**config.mk**
```make
export PLATFORM = sky130hd
export DESIGN_NAME = multi_radix_seven_segment_display
export DESIGN_NICKNAME = d
export VERILOG_FILES = /design/src/sv/mrssd_pkg.sv /design/src/sv/multi_radix_seven_segment_display.sv /design/src/sv/mrssd_split.sv /design/src/sv/mrssd_update.sv
export SDC_FILE = /design/constraint.sdc
export NUM_CORES = 1
export LEC_CHECK = 0
export BUFFER_PORTS_ARGS = -buffer_cell sky130_fd_sc_hd__buf_4
export CORE_MARGIN = 5
export CORE_UTILIZATION = 35
export DETAILED_ROUTE_END_ITERATION = 10
export PLACE_DENSITY = 0.57
export SLEW_MARGIN = 25
export SYNTH_ARGS = -nofsm -noshare
export SYNTH_HDL_FRONTEND = slang
export SYNTH_SLANG_ARGS = --single-unit
```
**constraint.sdc**
```tcl
create_clock -name aclk -period 9.3 [get_ports aclk]
set_clock_uncertainty 0.15 [all_clocks]
set_input_delay 0.465 -clock aclk [delete_from_list [all_inputs] [get_ports aclk]]
set_output_delay 0.465 -clock aclk [all_outputs]
set_load 0.02 [all_outputs]
```
**src/sv/mrssd_pkg.sv**
```systemverilog
// Shared types, codes and glyph table for the multi-radix seven-segment display.
// Used by every module of the block; depends on nothing.
package mrssd_pkg;

    localparam int DIGIT_COUNT = 4;

    // Command codes
    localparam logic CMD_SHOW  = 1'b0;
    localparam logic CMD_POINT = 1'b1;

    // Number format codes
    localparam logic [2:0] FMT_HEX = 3'd1;
    localparam logic [2:0] FMT_DEC = 3'd2;
    localparam logic [2:0] FMT_OCT = 3'd3;
    localparam logic [2:0] FMT_BIN = 3'd4;

    // Error codes
    localparam logic [1:0] ERR_NONE   = 2'd0;
    localparam logic [1:0] ERR_RANGE  = 2'd1;
    localparam logic [1:0] ERR_FORMAT = 2'd2;

    // Digit positions, leftmost first
    localparam logic [2:0] POS_1 = 3'd1;
    localparam logic [2:0] POS_2 = 3'd2;
    localparam logic [2:0] POS_3 = 3'd3;
    localparam logic [2:0] POS_4 = 3'd4;

    // Segment constants
    localparam logic [7:0] SEG_POINT = 8'h80;
    localparam logic [7:0] GLYPH_E   = 8'h79;
    localparam logic [7:0] GLYPH_R   = 8'h50;

    // Range limits
    localparam logic [15:0] LIMIT_DEC = 16'd9999;

    typedef struct packed {
        logic        cmd;
        logic [15:0] number;
        logic [2:0]  position;
        logic        point_on;
    } in_word_t;

    typedef struct packed {
        logic [7:0] digit1_segments;
        logic [7:0] digit2_segments;
        logic [7:0] digit3_segments;
        logic [7:0] digit4_segments;
        logic [1:0] error_code;
    } out_word_t;

    // Four patterns, index 0 is the leftmost digit
    typedef logic [DIGIT_COUNT-1:0][7:0] patterns_t;

    // Result of the radix split: glyphs for a show-number command
    typedef struct packed {
        patterns_t  glyphs;
        logic [1:0] err;
    } split_t;

    // Map a digit value 0..15 to segments a..g
    function automatic logic [7:0] glyph(input logic [3:0] d);
        logic [7:0] g;
        case (d)
            4'h0: g = 8'h3F;
            4'h1: g = 8'h06;
            4'h2: g = 8'h5B;
            4'h3: g = 8'h4F;
            4'h4: g = 8'h66;
            4'h5: g = 8'h6D;
            4'h6: g = 8'h7D;
            4'h7: g = 8'h07;
            4'h8: g = 8'h7F;
            4'h9: g = 8'h6F;
            4'hA: g = 8'h77;
            4'hB: g = 8'h7C;
            4'hC: g = 8'h39;
            4'hD: g = 8'h5E;
            4'hE: g = 8'h79;
            default: g = 8'h71;
        endcase
        return g;
    endfunction

endpackage

```
**src/sv/multi_radix_seven_segment_display.sv**
```systemverilog
// Multi-radix seven-segment display: four digit patterns with decimal points.
// A word accepted into the input register moves on to the result register once that register is free.
// Throughput: one word per cycle; the input register keeps taking words while a
// result waits, and stalls only when both the input and result registers are full.
// Reset (aresetn low, synchronous): patterns all off, format hex, both registers empty.
// Uses mrssd_pkg, mrssd_split and mrssd_update.
module multi_radix_seven_segment_display
    import mrssd_pkg::*;
(
    input  logic       aclk,
    input  logic       aresetn,
    input  logic       s_valid,
    output logic       s_ready,
    input  in_word_t   s_data,
    output logic       m_valid,
    input  logic       m_ready,
    output out_word_t  m_data,
    input  logic       cfg_we,
    input  logic [2:0] cfg_wdata
);

    logic [2:0] fmt_reg;
    in_word_t   in_reg;
    logic       in_valid_reg;
    logic       in_valid_next;
    patterns_t  pat_reg;
    patterns_t  pat_next;
    out_word_t  out_reg;
    logic       out_valid_reg;
    logic       out_valid_next;
    logic [1:0] err;
    split_t     split;
    logic       advance;
    logic       accept;

    mrssd_split u_split (
        .number        (in_reg.number),
        .number_format (fmt_reg),
        .split         (split)
    );

    mrssd_update u_update (
        .in_word       (in_reg),
        .patterns      (pat_reg),
        .split         (split),
        .patterns_next (pat_next),
        .err           (err)
    );

    // Handshake: move the held word to the result register when it is free
    always_comb begin
        advance        = in_valid_reg && (!out_valid_reg || m_ready);
        s_ready        = !in_valid_reg || advance;
        accept         = s_valid && s_ready;
        in_valid_next  = accept || (in_valid_reg && !advance);
        out_valid_next = advance || (out_valid_reg && !m_ready);
    end

    // Control and state registers
    always_ff @(posedge aclk) begin
        if (!aresetn) begin
            fmt_reg       <= FMT_HEX;
            in_valid_reg  <= 1'b0;
            out_valid_reg <= 1'b0;
            pat_reg       <= '0;
        end else begin
            in_valid_reg  <= in_valid_next;
            out_valid_reg <= out_valid_next;
            if (cfg_we) begin
                fmt_reg <= cfg_wdata;
            end
            if (advance) begin
                pat_reg <= pat_next;
            end
        end
    end

    // Payload registers
    always_ff @(posedge aclk) begin
        if (accept) begin
            in_reg <= s_data;
        end
        if (advance) begin
            out_reg.digit1_segments <= pat_next[0];
            out_reg.digit2_segments <= pat_next[1];
            out_reg.digit3_segments <= pat_next[2];
            out_reg.digit4_segments <= pat_next[3];
            out_reg.error_code      <= err;
        end
    end

    assign m_valid = out_valid_reg;
    assign m_data  = out_reg;

endmodule

```
**src/sv/mrssd_split.sv**
```systemverilog
// Radix split: turns a 16-bit number into four glyphs in the configured format.
// Uses mrssd_pkg; purely combinational, feeds mrssd_update.
module mrssd_split
    import mrssd_pkg::*;
(
    input  logic [15:0] number,
    input  logic [2:0]  number_format,
    output split_t      split
);

    typedef struct packed {
        logic [3:0]  digit;
        logic [13:0] rem;
    } dec_t;

    // Pick one decimal digit by parallel compares against its multiples
    function automatic dec_t dec_step(input logic [13:0] v, input logic [13:0] w);
        dec_t r;
        r.digit = 4'd0;
        r.rem   = v;
        for (int k = 1; k <= 9; k++) begin
            if (v >= 14'(k) * w) begin
                r.digit = 4'(k);
                r.rem   = v - 14'(k) * w;
            end
        end
        return r;
    endfunction

    dec_t                         dec_th;
    dec_t                         dec_hu;
    dec_t                         dec_te;
    logic [DIGIT_COUNT-1:0][3:0]  digits;
    logic [1:0]                   err;

    // Decimal digits, thousands first; only meaningful when in range
    always_comb begin
        dec_th = dec_step(number[13:0], 14'd1000);
        dec_hu = dec_step(dec_th.rem, 14'd100);
        dec_te = dec_step(dec_hu.rem, 14'd10);
    end

    // Select digits and range check for the active format
    always_comb begin
        digits = '0;
        err    = ERR_NONE;
        case (number_format)
            FMT_HEX: begin
                digits = {number[3:0], number[7:4], number[11:8], number[15:12]};
            end
            FMT_DEC: begin
                digits = {dec_te.rem[3:0], dec_te.digit, dec_hu.digit, dec_th.digit};
                if (number > LIMIT_DEC) begin
                    err = ERR_RANGE;
                end
            end
            FMT_OCT: begin
                digits = {1'b0, number[2:0], 1'b0, number[5:3],
                          1'b0, number[8:6], 1'b0, number[11:9]};
                if (number[15:12] != 4'd0) begin
                    err = ERR_RANGE;
                end
            end
            FMT_BIN: begin
                digits = {3'd0, number[0], 3'd0, number[1], 3'd0, number[2], 3'd0, number[3]};
                if (number[15:4] != 12'd0) begin
                    err = ERR_RANGE;
                end
            end
            default: begin
                err = ERR_FORMAT;
            end
        endcase
    end

    // Build glyphs, or the error message
    always_comb begin
        split.err = err;
        for (int i = 0; i < DIGIT_COUNT; i++) begin
            split.glyphs[i] = glyph(digits[i]);
        end
        if (err != ERR_NONE) begin
            split.glyphs[0] = GLYPH_E;
            split.glyphs[1] = GLYPH_R;
            split.glyphs[2] = GLYPH_R;
            split.glyphs[3] = glyph({2'b00, err});
        end
    end

endmodule

```
**src/sv/mrssd_update.sv**
```systemverilog
// Next-state logic for the four digit patterns and the error code of one word.
// Uses mrssd_pkg; takes the split result from mrssd_split.
module mrssd_update
    import mrssd_pkg::*;
(
    input  in_word_t   in_word,
    input  patterns_t  patterns,
    input  split_t     split,
    output patterns_t  patterns_next,
    output logic [1:0] err
);

    logic [7:0] sel;
    logic       hit;
    logic [1:0] idx;

    // Decode the point position; out-of-range positions leave the patterns alone
    always_comb begin
        hit = 1'b1;
        idx = 2'd0;
        unique case (in_word.position)
            POS_1:   idx = 2'd0;
            POS_2:   idx = 2'd1;
            POS_3:   idx = 2'd2;
            POS_4:   idx = 2'd3;
            default: hit = 1'b0;
        endcase
    end

    // Apply the command
    always_comb begin
        patterns_next = patterns;
        err           = ERR_NONE;
        sel           = in_word.point_on ? (patterns[idx] | SEG_POINT)
                                         : (patterns[idx] & ~SEG_POINT);
        if (in_word.cmd == CMD_SHOW) begin
            patterns_next = split.glyphs;
            err           = split.err;
        end else if (hit) begin
            patterns_next[idx] = sel;
        end
    end

endmodule

```
======== After elaboration in Yosys (flattened, before gate mapping) ========
Memories as Yosys holds them, arrays and structs flattened.
Cells that the tools add are included.
storage, ports and cells
  output and inout port bits .............. 36
  bits in registers ....................... 92
  memories ................................ 4
  memory bits (read-only) ................. 448
operators by class
  add/sub/neg operators ................... 27
  $lt $le $gt $ge ......................... 30
  reductions and logical operators ........ 18
  multiplexer cells ....................... 44
  equality and inequality tests ........... 11
memories
  memory           words  width  rd ports  clocked after memory_dff  write ports  line             source
  (no name shown)  16     7      1         0                         0            mrssd_pkg.sv:63  case (d)
  (no name shown)  16     7      1         0                         0            mrssd_pkg.sv:63
  (no name shown)  16     7      1         0                         0            mrssd_pkg.sv:63
  (no name shown)  16     7      1         0                         0            mrssd_pkg.sv:63
operator list
  kind                                                                     count
  17-bit 2-to-1 mux                                                        12
  18-bit 2-to-1 mux                                                        6
  16-bit 2-to-1 mux                                                        6
  32-bit 2-to-1 mux                                                        3
  14-bit by 10-bit >= comparator with 1-bit output, second input constant  5
  14-bit by 10-bit subtractor with 14-bit output, second input constant    5
  16-bit one-hot mux with 4 select lines                                   1
  14-bit by 13-bit >= comparator with 1-bit output, second input constant  4
  14-bit by 7-bit >= comparator with 1-bit output, second input constant   4
  14-bit by 13-bit subtractor with 14-bit output, second input constant    4
  14-bit by 7-bit subtractor with 14-bit output, second input constant     4
  15-bit 2-to-1 mux                                                        3
  14-bit by 6-bit >= comparator with 1-bit output, second input constant   3
  14-bit by 9-bit >= comparator with 1-bit output, second input constant   3
  14-bit by 6-bit subtractor with 14-bit output, second input constant     3
  14-bit by 9-bit subtractor with 14-bit output, second input constant     3
  32-bit bitwise mux                                                       1
  8-bit one-hot mux with 4 select lines                                    1
  14-bit by 12-bit >= comparator with 1-bit output, second input constant  2
  14-bit by 5-bit >= comparator with 1-bit output, second input constant   2
  14-bit by 12-bit subtractor with 14-bit output, second input constant    2
  14-bit by 5-bit subtractor with 14-bit output, second input constant     2
  8-bit binary-select mux with 2-bit select                                1
  8-bit demux with 2-bit select                                            1
  other kinds (29)                                                         49

======== Depth between registers and ports, before layout ========
Gate-level depths: netlist of the first run.
An unclocked memory read counts as a cell.
  depth after elaboration ................. 34
  gate-level depth with buffers ........... 43

======== Modules after synthesis ========
From an unflattened synthesis of the first run, not the netlist that was laid out.
second synthesis, totals
  cells, all modules ...................... 1325
  area total of the unflattened synthesis .. 10752.8 um^2
by module, submodules not included
  module                             cells each  times used  area an instance (um^2)
  mrssd_split                        1062        1           7076.8
  multi_radix_seven_segment_display  213         1           3158.0
  mrssd_update                       50          1           518.0

======== Worst setup path after synthesis of the first run ========
OpenSTA, ideal clock, no wires.
  path type ............................... reg2reg
  start point ............................. register in_reg[9] (netlist name)
  end point ............................... register out_reg (netlist bit m_data[2]) (data pin)
  path buffers ............................ 3
  setup time .............................. 265 ps
  path slack .............................. 1118 ps
  clock period less this slack ............ 8182 ps
  arrival time ............................ 7766 ps
  stages on the path, launching flop included .. 37
  path through ............................ edfxtp_1 > clkbuf_1 > inv_1 > ha_1 > a211oi_1 > or4_4 > and2_1 > buf_2 > o221ai_1 > nor2_1 > xnor2_1 > ha_1 > a21oi_1 > nor2b_1 > nand2_1 > o41ai_1 > nor2_1 > o31a_1 > o31ai_4 > xnor2_1 > buf_2 > inv_1 > ha_1 > a21oi_1 > inv_1 > or4_1 > a21oi_1 > o211a_1 > mux2_1 > a22oi_1 > nor2_1 > inv_1 > ha_1 > inv_1 > nand3_1 > o32ai_2 > or3_1
RTL lines
  item                      line                                     source
  start: declaration        multi_radix_seven_segment_display.sv:23  in_word_t in_reg;
  start signal: assignment  multi_radix_seven_segment_display.sv:81  in_reg <= s_data;
  end: declaration          multi_radix_seven_segment_display.sv:28  out_word_t out_reg;

==> summary.txt, run 1 <==
Worst setup path
  – Setup CP Type: flop to flop
  – CP peak stage delay: 530 ps
  – Kind of end point of the critical path: flop
  – Worst EP arrival: 8580 ps
  – Critical-path maximum fanout: 9
  – Setup crit start kind: flop
  – Slowest cell on crit path: or4_4
  – Cell mode on critical path: inv_1
  – CP required: 9250 ps

Yosys
  – Yosys cell types: 107
  – Seq cells post-synth: 92
  – Top_reg_cell synth: edfxtp_1
  – Synth Net Count: 1370
  – Cells after Synth: 1275
  – Synth Area per Inst: 8.06 sq um
  – Post-Syn Area: 10300 sq um
  – Sequential share of the synthesized area: 23.3%
  – EDFF count, synth: 55
  – Synth Warn #: 0
  – Asr flop ratio synth: 0%

Global route
  – First-pass GRT wire length: 60700 um
  – Initial antenna violation count: 0
  – GR Util All Layers: 22.7%
  – Vias in the first global route: 10300
  – Pin count of the biggest net entering global routing: 46
  – Congestion Overflow GR: 0

Placement
  – Placed insts: 1738
  – Global placer's final weighted congestion: 1.02
  – Detail Placement HPWL: 29900 um
  – IO buf count: 64
  – Pre-CTS setup slack: 599 ps

Timing
  – Crit share post-route: 92.9%
  – Setup TNS Final: 0 ps
  – Tmin final: 8640 ps
  – Worst setup margin: 663 ps
  – Final Max Slew Viols: 0
  – Max Fclk: 0.116 GHz
  – Final Hold Violating Endpoints: 0
  – Slew HR: 33.6%
  – Worst-Margin Slew: 996 ps
  – Unrepaired setup endpoints after global routing: no
  – Final setup viols: 0

Route
  – Iter 0 DRT Violations: 1281
  – Routed via count: 10900
  – First-pass detailed-route iteration total: 5
  – Wirelength, routed: 39000 um
  – Top Layer Used: met4
  – ANT nets after route: 0
  – DRC viols: 0
  – Length of routed met2 wiring: 17400 um
  – Routed length on met3: 3080 um
  – Wire length per cell: 22.2 um
  – Vias per cell: 6.23
  – Metal-1 WL: 16900 um

Finish
  – # fillers: 2964
  – Syn-to-layout area delta: 16.1%
  – Most frequent cells in the layout: buf_4, nand2_1, nor2_1, a21oi_1, o21ai_0
  – Layout cells sized above 1: 18.0%
  – Post-route insts no fill: 1756
  – Ant. Diodes: 0
  – Core Util, Final: 41.3%
  – Multi-input gate area: 7300 sq um
  – Flip-flop and latch area: 2390 sq um
  – Commonest non-fill, non-tap cell in the layout: buf_4
  – Final #Nets: 1462
  – Max reg flops: 34

Power and ir drop
  – IR drop worst, VDD: 0.0812 mV
  – Power Density: 147 nW/um^2
  – Tot Pwr: 1.75 mW
  – Lkg Pwr: 4.57 nW

CTS
  – Inserted Clock Buffers: 9
  – Resize count post-CTS: 0
  – CTS tree: done
  – Hold-fix buffers at CTS: 0
  – Post-CTS Setup Inserts: 0
  – Clk_lat worst skew: 350 ps
  – Root buf cell: clkbuf_16
  – Num Clock Sinks: 92
  – H-tree levels: 3
  – Clk buf depth: 2
  – Reg clk slew, reported paths: 80 ps

Floorplanning
  – Initial cell density of the core: 35.6%
  – Num ports: 65
  – Die Wd: 181 um
  – Die area: 32900 sq um
  – FP Rows: 62
  – Die Y: 181 um
  – Core area: 28900 sq um

Status
  – Status: complete, no violations

Run
  – Max-Cap Viols: 0

Hold path
  – Hold Crit Class: primary input to flop
## through the flow
stage,instance area (sq um),hold WS [ps]
after global routing,11900,117
after floorplan,10300,285
after CTS,11900,119
final,11900,132
after detailed placement,11600,297
after global placement,11600,291
## worst paths after layout
kind,from,endpoint,slack [ps],depth (start not counted)
setup / recovery,in_reg[9],m_data[2],660,34
hold / removal,s_data[3],in_reg[3],130,1
setup reg to reg,in_reg[9],m_data[2],660,34
hold reg to reg,pat_reg[19],pat_reg[19],300,2
## cells in the mapped netlist, drive strengths merged, types with 14 or more instances
cell type,number,area (sq um)
a21boi,16,120
clkbuf,42,158
o211ai,18,145
dfxtp,37,741
nand4,20,125
o31ai,18,163
and3,15,93.8
nor2,97,367
xnor2,32,280
a21oi,84,420
a211oi,24,200
a31oi,36,238
or3,14,87.6
buf,46,258
nor2b,16,100
edfxtp,55,1650
nor3,28,165
mux2i,34,340
nand3,43,220
ha,66,826
nand2,122,473
inv,46,173
o21ai,77,389
nand2b,19,119
## routing by layer
metal / vias to the layer above / global-route usage [%]
met5: - / 0
met4: 0 / 8.77
met3: 119 / 3.34
met2: 583 / 35.7
met1: 5171 / 31.5
li1: 5060 / -
## kinds of logic (layout without fill, tap and decap cells)
family,Yosys count,in the layout,share of synthesized area [%]
xor gates and xnor gates,42,42,3.58
and+or+nand+nor,454,454,23.5
AOI/OAI and AO/OA,445,445,31.6
adders and majority gates,66,66,8.04
DFF,92,92,23.3
buffers and inverters,136,233,5.80
muxes,40,40,4.19
## final cells by class
cell class	instances	area share, %
Clock buffer	9	1.89
Clock inverter	7	0.640
Inverter	48	1.51
Multi-Input combinational cell	1047	61.2
Sequential cell	92	20.1
Tap cell	384	4.03
Timing Repair Buffer	169	10.6
## critical path: cells and delay by family (launching register included)
kind / cells / cell delay [ps]
and+or+nand+nor: 11 / 2570
adders and majority gates: 4 / 1000
DFF: 1 / 380
AOI/OAI and AO/OA: 10 / 2120
buffers and inverters: 6 / 1000
muxes: 1 / 330
xor gates and xnor gates: 2 / 820
## power by group
| part | switching [mW] | internal (mW) | total [mW] |
|---|---|---|---|
| Sequential | 0.0205 | 0.462 | 0.483 |
| Clock | 0.179 | 0.191 | 0.370 |
| Combinational | 0.563 | 0.337 | 0.900 |
No activity file was read; power rests on OpenSTA's default activity.
==> run 2, diff against run 1 <==
- CAP_MARGIN: not set -> 20
- GPL_TIMING_DRIVEN: not set -> 0
==> run 2 against run 1 <==
Net effect: worst hold slack improved by 2.5 ps; count of clock-buffer cells in the layout is 1 higher; register-to-register slack lost 370 ps; final area up 0.63%; non-clock buffer count is 7 higher; clock power increased by 6.5%; global-route usage is 0.072 points higher; setup slack got worse by 370 ps; wire length is 1.9% higher; first-iteration DRC count is 6.0% lower; combinational power fell by 2%; critical path depth increased by 4; critical path type unchanged; highest routed layer unchanged.
==> summary.txt, run 2 (synthesis results as in run 1) <==
Floorplanning
  – Initial cell density of the core: 35.6%
  – FP Rows: 62
  – Die area: 32900 sq um
  – Core area: 28900 sq um
  – Die Y: 181 um
  – Die Wd: 181 um
  – Num ports: 65

Route
  – Iter 0 DRT Violations: 1204
  – Routed via count: 11000
  – DRC viols: 0
  – ANT nets after route: 0
  – Wire length per cell: 22.6 um
  – Wirelength, routed: 39700 um
  – First-pass detailed-route iteration total: 5
  – Vias per cell: 6.27

CTS
  – Inserted Clock Buffers: 9
  – H-tree levels: 3
  – Reg clk slew, reported paths: 80 ps
  – Root buf cell: clkbuf_16
  – Num Clock Sinks: 92
  – CTS tree: done
  – Clk_lat worst skew: 350 ps
  – Clk buf depth: 2

Worst setup path
  – Cell mode on critical path: inv_1
  – Kind of end point of the critical path: flop
  – Critical-path maximum fanout: 11
  – Setup CP Type: flop to flop
  – Worst r2r path cells: 38
  – Slowest cell on crit path: or4_1
  – R2R Path End: m_data[2]
  – Worst EP arrival: 8940 ps
  – R2R setup slack: 290 ps
  – Setup crit start kind: flop
  – CP required: 9240 ps
  – CP peak stage delay: 490 ps
  – Reg-to-reg startpoint: in_reg[9]

Timing
  – Slew HR: 36.7%
  – Crit share post-route: 96.9%
  – Final Max Slew Viols: 0
  – Setup TNS Final: 0 ps
  – Max Fclk: 0.111 GHz
  – Tmin final: 9010 ps
  – Worst-Margin Slew: 943 ps
  – Final Hold Violating Endpoints: 0
  – Final setup viols: 0

Finish
  – Core Util, Final: 41.6%
  – Most frequent cells in the layout: nand2_1, nor2_1, buf_4, a21oi_1, o21ai_0
  – Flip-flop and latch area: 2390 sq um
  – Syn-to-layout area delta: 16.8%
  – Commonest non-fill, non-tap cell in the layout: nand2_1
  – Layout cells sized above 1: 17.3%
  – Ant. Diodes: 0
  – Final #Nets: 1469
  – Multi-input gate area: 7490 sq um
  – # fillers: 2986
  – Max reg flops: 34

Hold path
  – Hold Crit Class: primary input to flop
  – HP Start: s_data[12]
  – Worst Hold Path EP: in_reg[12]
  – Hold depth: 1

Placement
  – IO buf count: 63
  – Global placer's final weighted congestion: 0.988
  – Detail Placement HPWL: 30200 um

Global route
  – Pin count of the biggest net entering global routing: 29
  – First-pass GRT wire length: 60600 um
  – Congestion Overflow GR: 0
  – GR Util All Layers: 22.8%
  – Initial antenna violation count: 0
  – Vias in the first global route: 10400

Power and ir drop
  – Lkg Pwr: 4.44 nW
  – Power Density: 146 nW/um^2
  – IR drop worst, VDD: 0.105 mV

Status
  – Status: complete, no violations

Run
  – Max-Cap Viols: 0
[run 2: worst max-delay path by stage]
stage	from	endpoint	slack (ps)	cells after the start
floorplan	in_reg[9]	m_data[2]	1120	36
global placement	in_reg[9]	m_data[2]	-1760	36
detailed placement	in_reg[9]	m_data[2]	-1360	36
CTS	in_reg[9]	m_data[2]	20	37
global route	in_reg[9]	m_data[2]	-1	34
finish	in_reg[9]	m_data[2]	290	38
[run 2: metrics by stage]
stage / area, sq um / worst slack, ps / power (mW) / hold WS (ps) / std cells
finish: 12000 / 293 / 1.75 / 134 / 1762
global route: 12000 / -1.12 / 1.84 / 120 / 1762
CTS: 11800 / 15.6 / 1.72 / 125 / 1748
detailed placement: 11300 / -1360 / 1.30 / 305 / 1723
global placement: 11200 / -1760 / 1.31 / 293 / 1722
floorplan: 10300 / 1120 / 1.06 / 285 / 1275
[run 2: routing by layer]
layer	part of all wire, %	GRT usage (%)
met5	0	0
met4	4.3	9.16
met3	8.0	3.36
met2	43	35.1
met1	44	32.1
[run 2: critical path, delay by kind of cell (launching register included)]
kind            cells  cell delay, ps
mux                 1             330
fa+ha+maj           4            1050
flops               1             380
buf+inv             9            1620
compound gates     13            2600
xor+xnor            1             160
simple gates       10            2420
[run 2: timing repair]
item / in CTS / in global routing
endpoints found under the setup margin: 28 / 25
resized for setup: 28 / 26
hold buffers: 0 / 0
setup buffers: 11 / 15
pin swaps: 4 / 8
[run 2: where the power goes]
group	internal, mW	switching [mW]	total (mW)
Combinational	0.311	0.572	0.883
Clock	0.226	0.168	0.394
Sequential	0.462	0.0135	0.476
Total	1.00	0.754	1.75
[run 2: cell type report]
class / count / share of cell area, %
plain buffers: 86 / 3.51
clock buffers: 10 / 2.09
clock inverters: 5 / 0.532
inverters: 48 / 1.62
multi-input cells: 1047 / 62.4
flip-flops and latches: 92 / 19.9
well taps: 384 / 4.00
repair buffers: 90 / 5.94
